<file path="src/hw/rtl/gigr_pkg.sv">
// Shared types and constants of the grid split remapper.
// No dependencies; every other file uses these names by scope.
`timescale 1ns / 1ps
`default_nettype none
package gigr_pkg;

  localparam int POS_W  = 12;          // source coordinate
  localparam int CNT_W  = 13;          // size and block count registers
  localparam int BAND_W = 8;           // band thickness register
  localparam int COL_W  = 8;           // one colour component
  localparam int DST_W  = 20;          // destination coordinate
  localparam int NUM_W  = 2 * CNT_W;   // (2*pos+1)*cnt
  localparam int DIV_W  = CNT_W + 1;   // 2*size
  localparam int LIM_W  = CNT_W + DIV_W;
  localparam int PROD_W = CNT_W + BAND_W;
  localparam int SUM_W  = PROD_W + 1;

  localparam int DIV_BITS   = CNT_W;   // quotient is below cnt once the clamp is split off
  localparam int STG_DIV0   = 2;
  localparam int STG_MUL    = STG_DIV0 + DIV_BITS;
  localparam int STG_OUT    = STG_MUL + 1;
  localparam int NUM_STAGES = STG_OUT + 1;

  localparam logic [DST_W-1:0] DST_MAX = {DST_W{1'b1}};

  localparam int ADDR_W = 5;
  localparam int DATA_W = 32;
  localparam logic [2:0] REG_IMAGE_WIDTH    = 3'd0;
  localparam logic [2:0] REG_IMAGE_HEIGHT   = 3'd1;
  localparam logic [2:0] REG_CNT_X          = 3'd2;
  localparam logic [2:0] REG_CNT_Y          = 3'd3;
  localparam logic [2:0] REG_BAND_THICKNESS = 3'd4;

  typedef struct packed {
    logic [CNT_W-1:0]  image_width;
    logic [CNT_W-1:0]  image_height;
    logic [CNT_W-1:0]  cnt_x;
    logic [CNT_W-1:0]  cnt_y;
    logic [BAND_W-1:0] band_thickness;
  } gigr_cfg_t;

endpackage
`default_nettype wire

</file>
<file path="src/hw/rtl/gigr_apb_regs.sv">
// APB-style configuration registers of the grid split remapper.
// Depends on gigr_pkg for register codes and the configuration struct.
`timescale 1ns / 1ps
`default_nettype none
module gigr_apb_regs (
  input  wire logic                          clk,
  input  wire logic                          rst_n,
  input  wire logic                          psel,
  input  wire logic                          penable,
  input  wire logic                          pwrite,
  input  wire logic [gigr_pkg::ADDR_W-1:0]   paddr,
  input  wire logic [gigr_pkg::DATA_W-1:0]   pwdata,
  output logic      [gigr_pkg::DATA_W-1:0]   prdata,
  output logic                               pready,
  output gigr_pkg::gigr_cfg_t                cfg
);

  gigr_pkg::gigr_cfg_t cfg_r;
  logic [2:0]          idx;
  logic                wr_en;

  assign idx    = paddr[gigr_pkg::ADDR_W-1:2];
  assign pready = 1'b1;
  assign wr_en  = psel && penable && pwrite;
  assign cfg    = cfg_r;

  always_ff @(posedge clk) begin
    if (!rst_n) begin
      cfg_r.image_width    <= gigr_pkg::CNT_W'(1);
      cfg_r.image_height   <= gigr_pkg::CNT_W'(1);
      cfg_r.cnt_x          <= gigr_pkg::CNT_W'(1);
      cfg_r.cnt_y          <= gigr_pkg::CNT_W'(1);
      cfg_r.band_thickness <= gigr_pkg::BAND_W'(1);
    end else if (wr_en) begin
      unique case (idx)
        gigr_pkg::REG_IMAGE_WIDTH:    cfg_r.image_width    <= pwdata[gigr_pkg::CNT_W-1:0];
        gigr_pkg::REG_IMAGE_HEIGHT:   cfg_r.image_height   <= pwdata[gigr_pkg::CNT_W-1:0];
        gigr_pkg::REG_CNT_X:          cfg_r.cnt_x          <= pwdata[gigr_pkg::CNT_W-1:0];
        gigr_pkg::REG_CNT_Y:          cfg_r.cnt_y          <= pwdata[gigr_pkg::CNT_W-1:0];
        gigr_pkg::REG_BAND_THICKNESS: cfg_r.band_thickness <= pwdata[gigr_pkg::BAND_W-1:0];
        default: ;
      endcase
    end
  end

  always_comb begin
    unique case (idx)
      gigr_pkg::REG_IMAGE_WIDTH:    prdata = gigr_pkg::DATA_W'(cfg_r.image_width);
      gigr_pkg::REG_IMAGE_HEIGHT:   prdata = gigr_pkg::DATA_W'(cfg_r.image_height);
      gigr_pkg::REG_CNT_X:          prdata = gigr_pkg::DATA_W'(cfg_r.cnt_x);
      gigr_pkg::REG_CNT_Y:          prdata = gigr_pkg::DATA_W'(cfg_r.cnt_y);
      gigr_pkg::REG_BAND_THICKNESS: prdata = gigr_pkg::DATA_W'(cfg_r.band_thickness);
      default:                      prdata = '0;
    endcase
  end

endmodule
`default_nettype wire

</file>
<file path="src/hw/rtl/gigr_axis.sv">
// One axis of the remapper: multiply, clamp test, pipelined restoring divider,
// band offset multiply and saturating add. Depends on gigr_pkg.
`timescale 1ns / 1ps
`default_nettype none
module gigr_axis (
  input  wire logic                                clk,
  input  wire logic [gigr_pkg::NUM_STAGES-1:0]     en,
  input  wire logic [gigr_pkg::POS_W-1:0]          pos_i,
  input  wire logic [gigr_pkg::CNT_W-1:0]          size_i,
  input  wire logic [gigr_pkg::CNT_W-1:0]          cnt_i,
  input  wire logic [gigr_pkg::BAND_W-1:0]         band_i,
  output logic      [gigr_pkg::DST_W-1:0]          dst_o
);

  localparam int NB = gigr_pkg::DIV_BITS;

  logic [gigr_pkg::POS_W-1:0]  pos_r [0:gigr_pkg::STG_MUL];
  logic [gigr_pkg::NUM_W-1:0]  num_r;
  logic [gigr_pkg::LIM_W-1:0]  lim_r;
  logic [gigr_pkg::NUM_W-1:0]  rem_r [0:NB-1];
  logic [NB-1:0]               q_r   [0:NB];
  logic                        ovf_r [0:NB];
  logic [gigr_pkg::PROD_W-1:0] prod_r;
  logic [gigr_pkg::DST_W-1:0]  dst_r;

  logic [gigr_pkg::CNT_W-1:0]  odd;
  logic [gigr_pkg::DIV_W-1:0]  dd;
  logic [gigr_pkg::NUM_W-1:0]  num_nxt;
  logic [gigr_pkg::LIM_W-1:0]  lim_nxt;
  logic                        zero_cfg;
  logic [gigr_pkg::CNT_W-1:0]  blk;
  logic [gigr_pkg::PROD_W-1:0] prod_nxt;
  logic [gigr_pkg::SUM_W-1:0]  sum;
  logic [gigr_pkg::DST_W-1:0]  dst_nxt;

  // Midpoint rule in integers: (x+0.5)*cnt/size == (2x+1)*cnt / (2*size).
  assign odd     = {pos_i, 1'b1};
  assign dd      = {size_i, 1'b0};
  assign num_nxt = gigr_pkg::NUM_W'(odd) * gigr_pkg::NUM_W'(cnt_i);
  assign lim_nxt = gigr_pkg::LIM_W'(cnt_i) * gigr_pkg::LIM_W'(dd);

  always_ff @(posedge clk) begin
    if (en[0]) begin
      pos_r[0] <= pos_i;
      num_r    <= num_nxt;
      lim_r    <= lim_nxt;
    end
  end

  // Quotient at or above cnt is clamped, so the divider needs only NB bits.
  always_ff @(posedge clk) begin
    if (en[1]) begin
      pos_r[1] <= pos_r[0];
      ovf_r[0] <= gigr_pkg::LIM_W'(num_r) >= lim_r;
      rem_r[0] <= num_r;
      q_r[0]   <= '0;
    end
  end

  for (genvar j = 0; j < NB; j++) begin : g_div
    localparam int SH = NB - 1 - j;
    logic [gigr_pkg::NUM_W-1:0] sub;
    logic                       take;

    assign sub  = gigr_pkg::NUM_W'(dd) << SH;
    assign take = rem_r[j] >= sub;

    always_ff @(posedge clk) begin
      if (en[gigr_pkg::STG_DIV0+j]) begin
        pos_r[gigr_pkg::STG_DIV0+j] <= pos_r[gigr_pkg::STG_DIV0+j-1];
        ovf_r[j+1]                  <= ovf_r[j];
        q_r[j+1]                    <= {q_r[j][NB-2:0], take};
      end
    end

    if (j < NB - 1) begin : g_rem
      always_ff @(posedge clk) begin
        if (en[gigr_pkg::STG_DIV0+j]) begin
          rem_r[j+1] <= take ? rem_r[j] - sub : rem_r[j];
        end
      end
    end
  end

  assign zero_cfg = (size_i == '0) || (cnt_i == '0);

  always_comb begin
    if (zero_cfg) begin
      blk = '0;
    end else if (ovf_r[NB]) begin
      blk = cnt_i - gigr_pkg::CNT_W'(1);
    end else begin
      blk = q_r[NB];
    end
  end

  assign prod_nxt = gigr_pkg::PROD_W'(blk) * gigr_pkg::PROD_W'(band_i);

  always_ff @(posedge clk) begin
    if (en[gigr_pkg::STG_MUL]) begin
      pos_r[gigr_pkg::STG_MUL] <= pos_r[gigr_pkg::STG_MUL-1];
      prod_r                   <= prod_nxt;
    end
  end

  // Saturate at the top of the destination range.
  assign sum     = gigr_pkg::SUM_W'(pos_r[gigr_pkg::STG_MUL]) + gigr_pkg::SUM_W'(prod_r);
  assign dst_nxt = (sum > gigr_pkg::SUM_W'(gigr_pkg::DST_MAX)) ? gigr_pkg::DST_MAX
                                                              : sum[gigr_pkg::DST_W-1:0];

  always_ff @(posedge clk) begin
    if (en[gigr_pkg::STG_OUT]) begin
      dst_r <= dst_nxt;
    end
  end

  assign dst_o = dst_r;

endmodule
`default_nettype wire

</file>
<file path="src/hw/rtl/image_grid_split_remap_top.sv">
// Top level of the grid split remapper: pixel pipeline control, colour line,
// two axis datapaths and the configuration port. Depends on gigr_pkg,
// gigr_apb_regs and gigr_axis.
`timescale 1ns / 1ps
`default_nettype none
// One source pixel (column, row, colour) goes in per beat and its place in the
// split image comes out of the last stage; the block takes one pixel every
// clock while in_ready is high. Both axes run in parallel through the same
// 17 register stages: a product stage, a clamp test, a restoring divider
// that settles one quotient bit per stage over 13 stages, the band offset
// multiply and a saturating add. Each stage holds its own valid bit, so a stall
// on the output fills empty stages first and in_ready stays high while any
// stage is free. Write the registers only while no pixel is in flight.
module image_grid_split_remap_top (
  input  wire logic                          clk,
  input  wire logic                          rst_n,
  input  wire logic                          in_valid,
  output logic                               in_ready,
  input  wire logic [gigr_pkg::POS_W-1:0]    in_src_x,
  input  wire logic [gigr_pkg::POS_W-1:0]    in_src_y,
  input  wire logic [gigr_pkg::COL_W-1:0]    in_red_in,
  input  wire logic [gigr_pkg::COL_W-1:0]    in_green_in,
  input  wire logic [gigr_pkg::COL_W-1:0]    in_blue_in,
  output logic                               out_valid,
  input  wire logic                          out_ready,
  output logic      [gigr_pkg::DST_W-1:0]    out_dst_x,
  output logic      [gigr_pkg::DST_W-1:0]    out_dst_y,
  output logic      [gigr_pkg::COL_W-1:0]    out_red_out,
  output logic      [gigr_pkg::COL_W-1:0]    out_green_out,
  output logic      [gigr_pkg::COL_W-1:0]    out_blue_out,
  input  wire logic                          psel,
  input  wire logic                          penable,
  input  wire logic                          pwrite,
  input  wire logic [gigr_pkg::ADDR_W-1:0]   paddr,
  input  wire logic [gigr_pkg::DATA_W-1:0]   pwdata,
  output logic      [gigr_pkg::DATA_W-1:0]   prdata,
  output logic                               pready
);

  localparam int NS  = gigr_pkg::NUM_STAGES;
  localparam int PXW = 3 * gigr_pkg::COL_W;

  gigr_pkg::gigr_cfg_t cfg;
  logic [NS-1:0]       vld_r;
  logic [NS-1:0]       rdy;
  logic [NS-1:0]       up_vld;
  logic [PXW-1:0]      col_r [0:NS-1];

  gigr_apb_regs u_regs (
    .clk     (clk),
    .rst_n   (rst_n),
    .psel    (psel),
    .penable (penable),
    .pwrite  (pwrite),
    .paddr   (paddr),
    .pwdata  (pwdata),
    .prdata  (prdata),
    .pready  (pready),
    .cfg     (cfg)
  );

  // A stage takes a beat when it is empty or its own beat moves on.
  assign rdy[NS-1]    = !vld_r[NS-1] || out_ready;
  assign up_vld[0]    = in_valid;
  for (genvar k = 0; k < NS - 1; k++) begin : g_rdy
    assign rdy[k]      = !vld_r[k] || rdy[k+1];
    assign up_vld[k+1] = vld_r[k];
  end

  always_ff @(posedge clk) begin
    if (!rst_n) begin
      vld_r <= '0;
    end else begin
      for (int k = 0; k < NS; k++) begin
        if (rdy[k]) begin
          vld_r[k] <= up_vld[k];
        end
      end
    end
  end

  always_ff @(posedge clk) begin
    if (rdy[0]) begin
      col_r[0] <= {in_red_in, in_green_in, in_blue_in};
    end
    for (int k = 1; k < NS; k++) begin
      if (rdy[k]) begin
        col_r[k] <= col_r[k-1];
      end
    end
  end

  gigr_axis u_axis_x (
    .clk    (clk),
    .en     (rdy),
    .pos_i  (in_src_x),
    .size_i (cfg.image_width),
    .cnt_i  (cfg.cnt_x),
    .band_i (cfg.band_thickness),
    .dst_o  (out_dst_x)
  );

  gigr_axis u_axis_y (
    .clk    (clk),
    .en     (rdy),
    .pos_i  (in_src_y),
    .size_i (cfg.image_height),
    .cnt_i  (cfg.cnt_y),
    .band_i (cfg.band_thickness),
    .dst_o  (out_dst_y)
  );

  assign in_ready      = rdy[0];
  assign out_valid     = vld_r[NS-1];
  assign out_red_out   = col_r[NS-1][PXW-1 -: gigr_pkg::COL_W];
  assign out_green_out = col_r[NS-1][gigr_pkg::COL_W +: gigr_pkg::COL_W];
  assign out_blue_out  = col_r[NS-1][gigr_pkg::COL_W-1:0];

endmodule
`default_nettype wire

</file>
<file path="config.mk">
export PLATFORM = sky130hd
export DESIGN_NAME = image_grid_split_remap_top
export DESIGN_NICKNAME = d
export VERILOG_FILES = /design/src/hw/rtl/gigr_pkg.sv /design/src/hw/rtl/gigr_apb_regs.sv /design/src/hw/rtl/gigr_axis.sv /design/src/hw/rtl/image_grid_split_remap_top.sv
export SDC_FILE = /design/constraint.sdc
export NUM_CORES = 2
export LEC_CHECK = 0
export CAP_MARGIN = 20
export CORE_ASPECT_RATIO = 0.8
export CORE_MARGIN = 5
export CORE_UTILIZATION = 35
export CTS_CLUSTER_SIZE = 8
export DETAILED_ROUTE_END_ITERATION = 7
export DONT_BUFFER_PORTS = 1
export PLACE_DENSITY = 0.47
export SYNTH_ARGS = -nofsm -noshare
export SYNTH_HDL_FRONTEND = slang
export SYNTH_SLANG_ARGS = --single-unit
</file>
<file path="constraint.sdc">
create_clock -name clk -period 8.5 [get_ports clk]
set_input_delay 0.425 -clock clk [delete_from_list [all_inputs] [get_ports clk]]
set_output_delay 0.425 -clock clk [all_outputs]
set_load 0.05 [all_outputs]
</file>
Word-level counts from Yosys, hierarchy flattened
Memory sizes are Yosys's and may differ from the RTL's.
Index checks and enable logic that the tools add are counted.
{ "word_totals": {"out_inout_bits": 99, "input_bits": 92, "memories": 9, "ram_bits": 1860, "register_bits": 263} }
{ "classes": {"add_sub_neg": 28, "reduce_logical": 48, "muxes": 63, "mul": 6, "eq_ne": 4, "magnitude_cmp": 30} }
{ "mem_list": {"columns": ["name", "words", "word_bits", "read_ports", "rd_ports_with_merged_regs", "write_ports", "line", "rtl"], "rows": [
  ["col_r", 17, 24, 17, 0, 17, "image_grid_split_remap_top.sv:47", "logic [PXW-1:0] col_r [0:NS-1];"],
  ["u_axis_x.rem_r", 13, 26, 13, 0, 13, "gigr_axis.sv:20", "logic [gigr_pkg::NUM_W-1:0] rem_r [0:NB-1];"],
  ["u_axis_y.rem_r", 13, 26, 13, 0, 13, "gigr_axis.sv:20", null],
  ["u_axis_x.pos_r", 16, 12, 16, 0, 16, "gigr_axis.sv:17", "logic [gigr_pkg::POS_W-1:0] pos_r [0:gigr_pkg::STG_MUL];"],
  ["u_axis_y.pos_r", 16, 12, 16, 0, 16, "gigr_axis.sv:17", null],
  ["u_axis_x.q_r", 14, 13, 14, 0, 14, "gigr_axis.sv:21", "logic [NB-1:0] q_r [0:NB];"],
  ["+3 memories", null, null, null, null, null, null, null]
]} }
{ "op_table": {"columns": ["cell", "n"], "rows": [
  ["$mux W26", 24],
  ["$mul A13 B13 Y26", 4],
  ["$pmux W13 S5", 1],
  ["$ge A26 B27 Y1", 2],
  ["$ge A26 B14 Y1", 2],
  ["$ge A26 B15 Y1", 2],
  ["$ge A26 B16 Y1", 2],
  ["$ge A26 B17 Y1", 2],
  ["$ge A26 B18 Y1", 2],
  ["$ge A26 B19 Y1", 2],
  ["$ge A26 B20 Y1", 2],
  ["$ge A26 B21 Y1", 2],
  ["$ge A26 B22 Y1", 2],
  ["$ge A26 B23 Y1", 2],
  ["$ge A26 B24 Y1", 2],
  ["$ge A26 B25 Y1", 2],
  ["$ge A26 B26 Y1", 2],
  ["$logic_not A13 Y1", 4],
  ["$mux W13", 4],
  ["$sub A26 B15 Y26", 2],
  ["$sub A26 B16 Y26", 2],
  ["$sub A26 B17 Y26", 2],
  ["$sub A26 B18 Y26", 2],
  ["$sub A26 B19 Y26", 2],
  ["other kinds (20)", 104]
]} }

Depth between registers and ports, before layout
{ "depth": {"ltp_word": 20, "depth_mapped": 29} }

Cells and area by module
A second synthesis with hierarchy kept.
{ "hier_totals": {"cells_unflattened": 9078, "hier_area_um2": 112559.2} }
{ "by_module_without_submodules": {"columns": ["module", "n_inst", "area_each_um2", "cells_per_inst", "seq_area_each_um2"], "rows": [
  ["gigr_axis (u_axis_x)", 1, 48221.2, 4132, 21861.0],
  ["gigr_axis (u_axis_y)", 1, 48153.7, 4128, 21861.0],
  ["image_grid_split_remap_top", 1, 13206.4, 523, 12592.1],
  ["gigr_apb_regs", 1, 2977.9, 295, 1201.2]
]} }

Worst setup path after synthesis
Ideal clock, no wire load.
{ "synth_path": {"path_kind": "reg2reg", "from": "register vld_r[16]", "to": "memory col_r[0][0] in the netlist's numbering, enable pin", "path_slack_ns": -1.392, "required_time_ns": 7.966, "n_path_buf": 0, "setup_ns": 0.534, "stages_incl_launch_ff": 10, "period_less_slack_ns": 9.892, "t_arrival_ns": 9.359, "path_cell_list": "dfxtp_1 -> nor2b_1 -> inv_1 -> nor2_1 -> and2_1 -> inv_1 -> nor3_1 -> and3_1 -> and2_1 -> nand2_1"} }
{ "synth_rtl": {"columns": ["element", "line", "rtl"], "rows": [
  ["from (decl)", "image_grid_split_remap_top.sv:44", "logic [NS-1:0] vld_r;"],
  ["from (signal, indexed assignment)", "image_grid_split_remap_top.sv:76", "vld_r[k] <= up_vld[k];"],
  ["to (decl)", "image_grid_split_remap_top.sv:47", null]
]} }

Final worst setup path
{ "layout_path": {"from": "register u_regs.cfg_r, in the netlist u_regs.cfg[8]", "to": "register u_axis_y.prod_r[17] in the netlist's numbering (data pin)"} }
{ "layout_between": {"elab_chain_len": 4, "elab_cells_between_ends": 6, "cone_classes": "add/sub: 1; mul: 1; mux: 2; reduce/logical: 2"} }
{ "layout_rtl": {"columns": ["element", "line", "rtl"], "rows": [
  ["from (decl)", "gigr_apb_regs.sv:18", "gigr_pkg::gigr_cfg_t cfg_r;"],
  ["$sub A13 B1 Y13 / $logic_not A13 Y1 (equally long branches)", "gigr_axis.sv:91, gigr_axis.sv:85", null],
  ["$mux W13 / $logic_or A1 B1 Y1 (equally long branches)", "gigr_axis.sv:90, gigr_axis.sv:85", null],
  ["$mux W13 *", "gigr_axis.sv:88", "if (zero_cfg) begin"],
  ["$mul A13 B8 Y21 *", "gigr_axis.sv:97", "assign prod_nxt = gigr_pkg::PROD_W'(blk) * gigr_pkg::PROD_W'(band_i);"],
  ["via u_axis_y.prod_nxt (one bit)", "gigr_axis.sv:32", "logic [gigr_pkg::PROD_W-1:0] prod_nxt;"],
  ["to (signal assigned)", "gigr_axis.sv:102", "prod_r <= prod_nxt;"],
  ["to (decl)", "gigr_axis.sv:23", "logic [gigr_pkg::PROD_W-1:0] prod_r;"]
]} }
The timed path passes the listed nets; every way through them passes the cells marked *.
A chain may end at the register's enable or synchronous reset.

==> metrics.yaml <==
outcome:
  status: "finished clean"
global_route:
  overflow: 0
  grt_max_degree: 117
  grtUsageTotal_pct: 17.1
  antenna_found_initial: 30
  grt_pass1_wl_mm: 442
  grt_pass1_vias: 71718
synth:
  ys_types: 105
  yosys.area_share.simple_pct: 11.4
  synth_compound_gate_area_share_pct: 7.53
  synthXorXnorAreaFrac_pct: 3.81
  seq_area_frac_synth_pct: 51.1
  synthMuxAreaShare_pct: 1.71
  synth-edff-count: 1864
  ys_warn_count: 0
  ys.flop_type: "edfxtp_1"
  synth_top_family_by_area: "adder cells"
  netlist_instances: 9136
  syn_area_um2: 113000
  synth_fa_ha_area_share_pct: 20.1
  yosys_register_bits: 1941
  syn_avg_cell_area_um2: 12.3
  async_flop_share_pct: 0
final_layout:
  fin_nets: 10879
  drive_gt1_share_pct: 7.00
  syn2layout_area_growth_pct: 12.4
  fillers: 30090
  stdcell_count: 13681
drt:
  routed_wl_mm: 285
  drt-initial-drc-count: 4565
  ant_nets: 0
  viasPerCell: 5.04
  wl_per_cell_um: 20.9
  vias: 68900
  first_pass_iters: 6
  drc: 0
min_path:
  hold_path_startpoint: "in_src_x[1]"
  min_path_cells: 3
  hp-class: "primary input to flop"
  min_to: "u_axis_x.num_r[2]$_DFFE_PP_"
floorplanning:
  dieArea_um2: 333000
  core-area_um2: 321000
  start_util_pct: 35.1
  fp-row-count: 186
  die_w_um: 644
  dieHeight_um: 517
  ios: 191
cts:
  h-tree-depth: 5
  numCtsBuffers: 288
  cts_sinks: 1941
  cts-hold-fix-buffers: 69
  clkTransAtPathRegs_ps: 50
  cts-resized-gates: 0
  cts-root-buf: "clkbuf_16"
  ctsLongestPathBuffers: 4
  post_cts_buffers: 0
  cts_tree: "yes"
  clk_latency_ps: 870
place:
  gp_congestion: 0.861
  dp_hpwl_mm: 206
  io_buffers: 0
  dp_cells: 13233
  pre_cts_slack_ps: 1230
timing:
  relSlewSlack_pct: 21.0
  finClkSkew_ps: 77.7
  max_freq_mhz: 138
  rsz0062_at_grt: "false"
  finalSetupTns_ps: 0
  slew_viol_final: 0
  finalSetupViolCount: 0
  hold_violations: 0
  whs_ps: 82.4
  fin_ws_ps: 1270
  finalCritPeriodShare_pct: 85.1
  max_slew.worst_pin.slew_ps: 1180
  post-route-min-period_ps: 7230
critical_path:
  critPathKind: "flop to flop"
  worstReg2RegStart: "u_regs.cfg[8]$_SDFFE_PN1P_"
  worst_setup_path_start_kind: "flop"
  cp_max_fo: 18
  r2r-end: "u_axis_y.prod_r[17]$_DFFE_PP_"
  critPathArrivalTime_ps: 7870
  cp-end-kind: "flop"
  crit_required_ps: 9130
  r2r_cells: 24
  r2r_slack_ps: 1270
power_and_ir_drop:
  p_total_mw: 34.1
  leakagePower_nw: 51.0
  ir_drop_mv: 0.180
  pwr_density_cell_nw_per_um2: 269
run:
  drv_cap: 0
through the flow:
step,instance area (µm²),utilization [%]
after floorplan,113000,-
after global placement,118000,36.7
after detailed placement,118000,36.8
after CTS,126000,39.4
after global routing,126000,39.4
final,127000,39.4
per-layer routing:
layer	wire, µm	track usage [%]	vias up
met1	145000	25.7	34502
met2	121000	25.9	1523
met5	0	0	-
met3	12400	2.53	405
met4	6880	4.00	0
li1	-	-	32470
cells in the final DEF, fill, tap and decap left out, types with 103 or more instances in the layout:
master	instances
mux2_2	103
buf_4	121
xnor2_1	276
edfxtp_1	1864
nor3_1	145
nor2b_1	131
clkbuf_16	295
fa_1	642
and2_1	403
xor2_1	214
inv_1	959
nand2_1	800
a21oi_1	342
a21o_1	126
o21ai_0	302
nor2_1	465
ha_1	780
layout make-up:
class	instances	area, µm²	area share, %
flip-flops and latches	1941	57500	45.5
multi-input cells	5956	50300	39.7
clock buffers	346	7570	5.99
well taps	4230	5290	4.18
inverters	975	3690	2.92
repair buffers	203	1830	1.45
clock inverters	23	305	0.241
diodes	7	17.5	0.0138
critical path, stage by stage (launching register included):
cell and delay (ps):
dfxtp_1 300, inv_1 70, ha_1 170, or3b_1 410, nor3_2 240, nand2_1 120, or3_1 410, o21ai_2 730
a211oi_1 340, and2_1 310, fa_1 440, fa_1 470, ha_1 290, inv_1 50, fa_1 480, inv_1 40
ha_1 310, nor2b_1 140, o21a_1 180, o21ai_0 150, nand2b_1 100, a31o_2 280, a311oi_1 510, nor2_1 160
o311ai_1 350
logic make-up after synthesis:
kind of cell | Yosys count
mux | 172
flops | 1941
fa+ha+maj | 1422
compound gates | 1313
other cells | 2
simple gates | 2539
xor+xnor | 490
buf+inv | 1257
report_power, final:
part | internal (mW) | switching (mW) | total, mW
logic | 4.18 | 5.27 | 9.45
registers | 13.0 | 1.39 | 14.4
clock network | 6.19 | 4.02 | 10.2
flip-flops by register name, summed over array words and instances, names as in the netlist, 26 cells and up:
name and flops:
col_r 408, u_axis_x.rem_r 338, u_axis_y.rem_r 338, u_axis_x.pos_r 192, u_axis_y.pos_r 192, u_axis_x.q_r 91
u_axis_y.q_r 91, u_regs.cfg 60, u_axis_x.lim_r 26, u_axis_x.num_r 26, u_axis_y.lim_r 26, u_axis_y.num_r 26
Yosys cell counts, types with 15 or more instances:
cell type  instances  share of area, %
mux2i_1           62              0.55
nand4b_1          24              0.19
nand2_1          807               2.7
nand3_1           73              0.32
and2_1           403               2.2
xnor2_1          276               2.1
nand2b_1          85              0.47
a21boi_0          55              0.37
nor4b_1           29              0.23
or2_2             25              0.14
nor2_1           466               1.6
a21oi_1          344               1.5
o21ai_0          302               1.3
o31ai_1           42              0.28
nor3_1           146              0.65
nand4_1           70              0.39
or4_1             30              0.20
a31oi_1           41              0.23
edfxtp_1        1864                50
buf_4             48              0.32
xor2_1           214               1.7
ha_1             780               8.7
a21o_1           126              0.84
clkbuf_1         197              0.66
dfxtp_1           77               1.4
nor2b_1          131              0.73
o211ai_1          28              0.19
inv_1            971               3.2
fa_1             642                11
and3_1            37              0.21
o21a_1            87              0.58
nor4_1            83              0.46
buf_2             28              0.12
or3_1             65              0.36
o41ai_1           19              0.15
mux2_2           103               1.0
a211oi_1          57              0.38
nand3b_1          15              0.10
a22oi_1           19              0.13
o21bai_1          38              0.25
how the worst max path moves through the flow:
stage                                     start                       endpoint  slack, ps  cells past startpoint
floorplan                vld_r[16]$_SDFFE_PN0P_         col_r[0][24]$_DFFE_PP_        190                      9
global placement    u_regs.cfg[22]$_SDFFE_PN0P_  u_axis_x.prod_r[17]$_DFFE_PP_       1280                     24
detailed placement   u_regs.cfg[8]$_SDFFE_PN1P_  u_axis_y.prod_r[17]$_DFFE_PP_       1230                     23
CTS                  u_regs.cfg[8]$_SDFFE_PN1P_  u_axis_y.prod_r[17]$_DFFE_PP_       1260                     24
global route         u_regs.cfg[8]$_SDFFE_PN1P_  u_axis_y.prod_r[17]$_DFFE_PP_        760                     23
finish               u_regs.cfg[8]$_SDFFE_PN1P_  u_axis_y.prod_r[17]$_DFFE_PP_       1270                     24
Power figures use the tool's default switching activity.
